===== config.mk =====
export PLATFORM = sky130hd
export DESIGN_NAME = free_list_slot_table_unit
export DESIGN_NICKNAME = d
export VERILOG_FILES = /design/src/sv/fls_pkg.sv /design/src/sv/free_list_slot_table_unit.sv /design/src/sv/fls_ram.sv
export SDC_FILE = /design/constraint.sdc
export NUM_CORES = 2
export LEC_CHECK = 0
export ABC_AREA = 1
export BUFFER_PORTS_ARGS = -buffer_cell sky130_fd_sc_hd__buf_4
export CAP_MARGIN = 20
export CELL_PAD_IN_SITES_DETAIL_PLACEMENT = 0
export CELL_PAD_IN_SITES_GLOBAL_PLACEMENT = 2
export CORE_MARGIN = 3
export CORE_UTILIZATION = 25
export CTS_CLUSTER_DIAMETER = 200
export DETAILED_ROUTE_END_ITERATION = 10
export HOLD_SLACK_MARGIN = 0.1
export PLACE_DENSITY = 0.48
export SYNTH_ARGS = -nofsm -noshare
export SYNTH_HDL_FRONTEND = slang
export SYNTH_SLANG_ARGS = --single-unit

===== constraint.sdc =====
create_clock -name clk -period 12.27 [get_ports clk]
set_input_delay 3.681 -clock clk [delete_from_list [all_inputs] [get_ports clk]]
set_output_delay 3.681 -clock clk [all_outputs]
set_load 0.02 [all_outputs]

===== src/sv/fls_pkg.sv =====
// Package for the free-list slot table: sizes, action and status codes, state type.
package fls_pkg;

  localparam int TABLE_DEPTH   = 64;
  localparam int PAYLOAD_WIDTH = 32;

  localparam int ADDR_W  = $clog2(TABLE_DEPTH);
  localparam int LINK_W  = $clog2(TABLE_DEPTH + 1);
  localparam int STORE_W = (PAYLOAD_WIDTH < 32) ? PAYLOAD_WIDTH : 32;

  localparam logic [1:0] ACT_ALLOC   = 2'd0;
  localparam logic [1:0] ACT_RELEASE = 2'd1;
  localparam logic [1:0] ACT_READ    = 2'd2;
  localparam logic [1:0] ACT_WRITE   = 2'd3;

  localparam logic [1:0] ST_OK    = 2'd0;
  localparam logic [1:0] ST_FULL  = 2'd1;
  localparam logic [1:0] ST_RANGE = 2'd2;
  localparam logic [1:0] ST_FREE  = 2'd3;

  typedef enum logic {
    S_IDLE,
    S_EXEC
  } fls_state_t;

endpackage


===== src/sv/free_list_slot_table_unit.sv =====
// Top level of the free-list slot table: request decode, free list and result register.
//
// Each item is accepted and then executed: the accept cycle issues the reads
// of the link and payload memories, and the execute state that follows, once
// their registered data is back, decides the result, writes back and updates
// the free-list head. The link memory starts out as slot i linking to slot
// i + 1 through one valid flag per slot that reset clears, so there is no
// clearing pass and items are taken as soon as reset is released. A new item
// is accepted while a result waits on the output; it then holds in the
// execute state until the result register is free.
module free_list_slot_table_unit
  import fls_pkg::*;
(
  input  logic        clk,
  input  logic        rst,
  input  logic        in_valid,
  output logic        in_ready,
  input  logic [1:0]  action,
  input  logic [7:0]  slot_index,
  input  logic [31:0] payload_in,
  output logic        out_valid,
  input  logic        out_ready,
  output logic [1:0]  status,
  output logic [7:0]  slot_out,
  output logic [31:0] payload_out
);

  fls_state_t state, state_next;

  logic [LINK_W-1:0]  head;
  logic [LINK_W-1:0]  head_next;
  logic [TABLE_DEPTH-1:0] in_use;
  logic [TABLE_DEPTH-1:0] link_valid;

  logic [1:0]   req_act;
  logic [7:0]   req_idx;
  logic [31:0]  req_data;

  logic [LINK_W-1:0]  link_rdata;
  logic [STORE_W-1:0] pay_rdata;

  logic               in_accept;
  logic               exec_go;
  logic [ADDR_W-1:0]  head_addr;
  logic [ADDR_W-1:0]  req_addr;
  logic [LINK_W-1:0]  link_eff;
  logic               range_err;
  logic [1:0]         res_status;
  logic [7:0]         res_slot;
  logic [31:0]        res_payload;
  logic               set_use;
  logic               clr_use;
  logic               link_we;
  logic               pay_we;

  assign in_accept = in_valid && in_ready;
  assign exec_go   = (state == S_EXEC) && (!out_valid || out_ready);
  assign head_addr = head[ADDR_W-1:0];
  assign req_addr  = req_idx[ADDR_W-1:0];
  assign range_err = (32'(req_idx) >= 32'(TABLE_DEPTH));
  assign link_eff  = link_valid[head_addr] ? link_rdata : head + LINK_W'(1);

  fls_ram #(
    .DEPTH(TABLE_DEPTH),
    .WIDTH(LINK_W)
  ) u_link_ram (
    .clk  (clk),
    .we   (exec_go && link_we),
    .waddr(req_addr),
    .wdata(head),
    .re   (in_accept),
    .raddr(head_addr),
    .rdata(link_rdata)
  );

  fls_ram #(
    .DEPTH(TABLE_DEPTH),
    .WIDTH(STORE_W)
  ) u_payload_ram (
    .clk  (clk),
    .we   (exec_go && pay_we),
    .waddr(req_addr),
    .wdata(req_data[STORE_W-1:0]),
    .re   (in_accept),
    .raddr(slot_index[ADDR_W-1:0]),
    .rdata(pay_rdata)
  );

  always_ff @(posedge clk) begin
    if (rst) begin
      state <= S_IDLE;
    end else begin
      state <= state_next;
    end
  end

  always_comb begin
    state_next = state;
    in_ready   = 1'b0;
    case (state)
      S_IDLE: begin
        in_ready = !rst;
        if (in_valid) begin
          state_next = S_EXEC;
        end
      end
      S_EXEC: begin
        if (exec_go) begin
          state_next = S_IDLE;
        end
      end
      default: begin
        state_next = S_IDLE;
      end
    endcase
  end

  always_comb begin
    res_status  = ST_OK;
    res_slot    = 8'd0;
    res_payload = 32'd0;
    head_next   = head;
    set_use     = 1'b0;
    clr_use     = 1'b0;
    link_we     = 1'b0;
    pay_we      = 1'b0;
    if (req_act == ACT_ALLOC) begin
      if (32'(head) >= 32'(TABLE_DEPTH)) begin
        res_status = ST_FULL;
      end else begin
        res_slot  = 8'(head);
        set_use   = 1'b1;
        head_next = link_eff;
      end
    end else if (range_err) begin
      res_status = ST_RANGE;
    end else if (!in_use[req_addr]) begin
      res_status = ST_FREE;
    end else begin
      case (req_act)
        ACT_RELEASE: begin
          link_we   = 1'b1;
          clr_use   = 1'b1;
          head_next = LINK_W'(req_idx);
        end
        ACT_READ: begin
          res_payload = 32'(pay_rdata);
        end
        ACT_WRITE: begin
          pay_we = 1'b1;
        end
        default: begin
          res_status = ST_OK;
        end
      endcase
    end
  end

  always_ff @(posedge clk) begin
    if (in_accept) begin
      req_act  <= action;
      req_idx  <= slot_index;
      req_data <= payload_in;
    end
    if (exec_go) begin
      status      <= res_status;
      slot_out    <= res_slot;
      payload_out <= res_payload;
    end
  end

  always_ff @(posedge clk) begin
    if (rst) begin
      out_valid  <= 1'b0;
      head       <= '0;
      in_use     <= '0;
      link_valid <= '0;
    end else begin
      if (exec_go) begin
        out_valid <= 1'b1;
        head      <= head_next;
        if (set_use) begin
          in_use[head_addr] <= 1'b1;
        end
        if (clr_use) begin
          in_use[req_addr] <= 1'b0;
        end
        if (link_we) begin
          link_valid[req_addr] <= 1'b1;
        end
      end else if (out_ready) begin
        out_valid <= 1'b0;
      end
    end
  end

`ifndef SYNTH
  a_exec_loads_result: assert property (@(posedge clk) disable iff (rst)
    exec_go |=> out_valid)
    else $error("result register not loaded after execute");

  a_full_means_empty: assert property (@(posedge clk) disable iff (rst)
    (out_valid && status == ST_FULL) |-> (32'(head) == 32'(TABLE_DEPTH)))
    else $error("table full reported with a non-empty free list");

  a_alloc_marks_used: assert property (@(posedge clk) disable iff (rst)
    (exec_go && req_act == ACT_ALLOC && res_status == ST_OK)
    |=> in_use[$past(head_addr)])
    else $error("allocated slot not marked in use");

  a_release_pushes: assert property (@(posedge clk) disable iff (rst)
    (exec_go && req_act == ACT_RELEASE && res_status == ST_OK)
    |=> (head == LINK_W'($past(req_idx)) && !in_use[$past(req_addr)]))
    else $error("released slot not pushed onto the free list");
`endif

endmodule


===== src/sv/fls_ram.sv =====
// Simple dual-port RAM with registered read data, one write and one read port.
module fls_ram #(
  parameter int DEPTH = 64,
  parameter int WIDTH = 32
) (
  input  logic                     clk,
  input  logic                     we,
  input  logic [$clog2(DEPTH)-1:0] waddr,
  input  logic [WIDTH-1:0]         wdata,
  input  logic                     re,
  input  logic [$clog2(DEPTH)-1:0] raddr,
  output logic [WIDTH-1:0]         rdata
);

  logic [WIDTH-1:0] mem [DEPTH];

  always_ff @(posedge clk) begin
    if (we) begin
      mem[waddr] <= wdata;
    end
    if (re) begin
      rdata <= mem[raddr];
    end
  end

endmodule

# == After elaboration in Yosys (flattened, before gate mapping) ==
# Memories as Yosys holds them, arrays and structs flattened. A register that Yosys moved wholly into a read port is not among the register bits.
# Index checks and enable logic that the tools add are counted.
# totals
input_bits,46
ff_bits,221
n_memories,2
ram_bits,2496
out_inout_bits,44
# classes
n_addsub,1
reduce_logical,17
n_eq_ne,5
n_mux,42
bitwise_logic,8
magnitude_cmp,6
# mem_list
name,depth,word_bits,rd,rd_ports_with_merged_regs,write_ports,line_no,text
u_payload_ram.mem,64,32,1,1,1,fls_ram.sv:15,logic [WIDTH-1:0] mem [DEPTH];
u_link_ram.mem,64,7,1,1,1,fls_ram.sv:15,
# op_table
op,n
$mux 64,4
$or 64x64->64,2
$and 64x64->64,1
$not 64->64,1
$mux 7,6
$mux 1,24
$lt 6x7->1 const B,2
$bmux 1 s6,2
$demux 1 s6,2
$ge 6x1->1 const B,2
$ge 8x7->1 const B,1
$add 7x1->7 const B,1
$ge 7x7->1 const B,1
$logic_and 1x1->1,6
$mux 2,3
$reduce_bool 2->1,3
$reduce_and 5->1,1
$eq 2x2->1 const B,2
$not 1->1,4
$reduce_or 4->1,1
$eq 2x1->1 const B,1
$logic_not 1->1,2
$logic_not 2->1,1
$ne 2x1->1 const B,1
other kinds (5),5

# == Longest topological paths before layout ==
# depth
depth_word,10
ltp_mapped,17
mapped_depth_nobuf,16

# == By module ==
# A second synthesis with hierarchy kept.
# hier_totals
hier_cells,9593
area_unflattened_um2,111304.2
# by_module_without_submodules
mod,cells_per_inst,area_per_inst_um2,n_inst
fls_ram (u_payload_ram),6769,83058.4,1
fls_ram (u_link_ram),1590,18615.4,1
free_list_slot_table_unit,1234,9630.5,1

# == Worst setup path after synthesis ==
# No wires, ideal clock.
# synth_timing
kind,input to register
startpoint,input out_ready
endpoint,"memory u_payload_ram.mem[0][0], enable pin"
path_buffers,1
arrival_time_ns,7.626
path_slack_ns,4.223
cell_stages,5
required_ns,11.849
path_cell_list,nor2_1 > nor2_1 > nand4_2 > buf_2 > nor2_1
# synth_via
elab_chain_cells,5
# synth_rtl
element,line_no,text
from (decl),free_list_slot_table_unit.sv:22,"input logic out_ready,"
$logic_or 1x1->1,free_list_slot_table_unit.sv:57,assign exec_go = (state == S_EXEC) && (!out_valid || out_ready);
$logic_and 1x1->1,free_list_slot_table_unit.sv:57,
named net exec_go,free_list_slot_table_unit.sv:43,logic exec_go;
$logic_and 1x1->1,free_list_slot_table_unit.sv:81,".we (exec_go && pay_we),"
$mux 1,fls_ram.sv:18,if (we) begin
$mux 1 (not written as such),fls_ram.sv:19,mem[waddr] <= wdata;
to (decl),fls_ram.sv:15,
# The timed path passes the listed nets, and every way through them passes these cells.

# == Worst setup path after layout ==
# layout_timing
startpoint,input rst
endpoint,output in_ready
# layout_via
elab_chain_cells,2
# layout_rtl
element,line_no,text
from (decl),free_list_slot_table_unit.sv:15,"input logic rst,"
$logic_not 1->1,free_list_slot_table_unit.sv:102,in_ready = !rst;
$mux 1,free_list_slot_table_unit.sv:100,case (state)
to (decl),free_list_slot_table_unit.sv:17,"output logic in_ready,"
# Every way passes these cells.

==> reports/qor.yml <==
rows: 240
vias_per_cell: 4.86
synthArstFlopShare: 0
gp_congestion: 0.771
ys.flop_type: "edfxtp_1"
crit_start: "rst"
synth_seq_cells: 2755
setup_viol: 0
post-cts-setup-buffers: 0
cap_viol_max_count: 0
utilization: 0.294
worstPathRequired_ps: 8590
ys_warn_count: 0
cts.clk_slew.worst_paths_ps: 50
r2r_cells: 14
synth_seq_area_share: 0.758
arrival_ps: 4570
cts_tree: "done"
antenna_found_initial: 43
wire_per_inst_um: 29.8
seqPwrFrac: 0.494
synth_edf_count: 2618
syn-cell-area_um2: 107000
syn_avg_cell_area_um2: 13.0
setup.worst_path.start_class: "input pin"
tns_ps: 0
fin_crit_sh: 0.672
clk_latency_ps: 950
overflow: 0
synth_top_area_cell: "edfxtp_1"
drtAntennaViolNets: 0
cellInternalPower_w: 0.0160
core_area_um2: 427000
drc: 0
first_global_vias: 68445
cts.path.max_buffers: 4
comb_power_share: 0.047
cts-resized-gates: 0
swShare: 0.230
top_layer: "met5"
crit_type: "input pin to output port"
die-area_um2: 437000
clock_sinks: 2755
wl_met3_um: 22000
wl_met2_um: 204000
syn_inst: 8285
ios: 90
die_w_um: 661
power.density_nw_per_um2: 166
totalWireLength_um: 428000
endpoint_kind: "output port"
rsz0062_at_grt: "no"
holdCritPathClass: "flop to flop"
hpwl_um: 232000
root_buffer: "clkbuf_16"
die_height_um: 661
cts_hold_buf: 0
status: "completed"
cp_max_fo: 40
tightest_slew_ps: 1260
fin_nets: 8423
worst_r2r_startpoint: "req_idx[2]$_DFFE_PP_"
numCtsBuffers: 329
crit_end: "in_ready"
syn_to_final_growth_pct: 17.2
reg2reg_slack_ps: 6290
drive_above_1_share: 0.108
grt_pass1_wl_um: 582000
cts_max_level: 5
maxSlewHeadroom: 0.159
hold_viol: 0
r2r_end: "u_payload_ram.mem[17][15]$_DFFE_PP_"
synthTopCellsByArea: "edfxtp_1 73%, o21ai_0 6.2%, nor2_1 5.5%, o22ai_1 3.7%, nand2_1 2.7%"
slew_violations: 0
track_usage: 0.191
skew_ps: 80.5
min_period_ps: 8250
hold_depth: 2
p_clk_frac: 0.460
synth_top_area_frac: 0.732
vdd_drop_max_mv: 0.100
fmaxAchievable_mhz: 121
power_switching_w: 0.00480
synth.distinct_cells: 42
port-buffer-count: 88
drt_iter0_drc: 6296
p_leak_nw: 40.2
drt-met1-wl_um: 191000
grt_max_degree: 168
start_util: 0.251
num_vias: 69602
drtPass1Iterations: 8
## cell usage in the layout (no fill, tap or decap), types with 6 or more instances in the layout
master / count
nand4_1: 52
inv_16: 7
nor2_4: 131
a21oi_1: 97
and3_1: 6
inv_2: 11
a22oi_1: 62
o211ai_1: 20
or2_2: 9
clkinv_1: 78
dfxtp_1: 130
buf_12: 17
clkbuf_1: 73
edfxtp_1: 2618
o22ai_1: 635
nor3_1: 66
a221oi_1: 40
inv_6: 8
bufinv_16: 24
o221ai_1: 10
clkinv_8: 8
buf_4: 279
nand2_1: 764
nor2_1: 1517
clkbuf_16: 335
o21ai_1: 12
clkinv_2: 46
inv_1: 113
nand3_1: 48
o21ai_0: 1316
a22o_1: 11
clkbuf_8: 9
clkinvlp_4: 7
diode_2: 7
nor3_2: 14
## cell usage after synthesis (5+ instances only)
master,number
o211ai_1,20
a22o_1,11
nor2_4,63
a21oi_1,97
nor2_1,1587
inv_1,122
o21ai_1,7
buf_2,93
nand2_1,764
o2bb2ai_1,5
buf_1,36
o22ai_1,635
nor3_2,14
inv_2,8
buf_6,7
buf_4,8
o221ai_1,10
nand3_1,49
a221oi_1,40
nand4_1,52
or2_2,9
dfxtp_1,137
edfxtp_1,2618
o21ai_0,1321
a22oi_1,62
clkbuf_1,404
o31ai_1,5
and3_1,6
a31oi_1,5
nor3_1,67
## layout make-up
type | count | area [um2]
clock inverter | 174 | 1620
sequential | 2755 | 81400
inverter | 134 | 541
clock buffer | 416 | 8770
multi-input combinational | 4849 | 23800
fill | 43099 | 302000
tap | 5687 | 7120
antenna | 7 | 17.5
timing repair buffer | 306 | 2570
## power by group through the flow
| stage | combinational (W) | clock [W] | sequential (W) |
|---|---|---|---|
| finish | 0.000971 | 0.00959 | 0.0103 |
| global route | 0.00106 | 0.0102 | 0.0103 |
| CTS | 0.000994 | 0.00986 | 0.0103 |
| detailed placement | 0.000992 | 0 | 0.0105 |
| global placement | 0.000983 | 0 | 0.0105 |
| floorplan | 0.000462 | 0 | 0.0105 |
## cell families after synthesis
logic type	synth area share
AOI/OAI and AO/OA	0.116
xor gates and xnor gates	0.000326
adders and majority gates	0.000233
buffers and inverters	0.0257
DFF	0.758
other	0.0000349
and+or+nand+nor	0.100
## metal layers
metal / global-route usage / vias to the layer above
met4: 0.0469 / 10
met2: 0.316 / 1865
met5: 0 / -
met1: 0.261 / 36491
li1: - / 30772
met3: 0.0294 / 464
## worst min path at each step
stage	start	endpoint	slack [ps]
detailed placement	link_valid[7]$_SDFFE_PP0P_	link_valid[7]$_SDFFE_PP0P_	460
global route	link_valid[23]$_SDFFE_PP0P_	link_valid[23]$_SDFFE_PP0P_	480
global placement	link_valid[8]$_SDFFE_PP0P_	link_valid[8]$_SDFFE_PP0P_	450
floorplan	link_valid[11]$_SDFFE_PP0P_	link_valid[11]$_SDFFE_PP0P_	440
CTS	link_valid[7]$_SDFFE_PP0P_	link_valid[7]$_SDFFE_PP0P_	470
finish	link_valid[7]$_SDFFE_PP0P_	link_valid[7]$_SDFFE_PP0P_	470
## flip-flops by register name, summed over array words and instances (netlist names)
register and cells:
head 7, in_use 64, link_valid 64, out_valid 1
payload_out 32, req_act 2, req_data 32, req_idx 8
slot_out 7, state 1, status 2, u_link_ram.mem 448
u_link_ram.rdata 7, u_payload_ram.mem 2048, u_payload_ram.rdata 32
## per-stage QoR
stage | std cells | power [W] | worst slack [ps] | area (um2) | hold slack (ps)
final | 14328 | 0.0208 | 4020 | 126000 | 469
after global routing | 14327 | 0.0216 | 3940 | 126000 | 484
after CTS | 14321 | 0.0211 | 3960 | 126000 | 471
after detailed placement | 13731 | 0.0115 | 3960 | 115000 | 458
after global placement | 13723 | 0.0115 | 3950 | 115000 | 451
after floorplan | 8286 | 0.0110 | 4220 | 107000 | 440
## critical path, cell delays in order
cell    delay, ps
buf_4         500
nor2_1        120
buf_4         190
(Power assumes the default switching activity.)
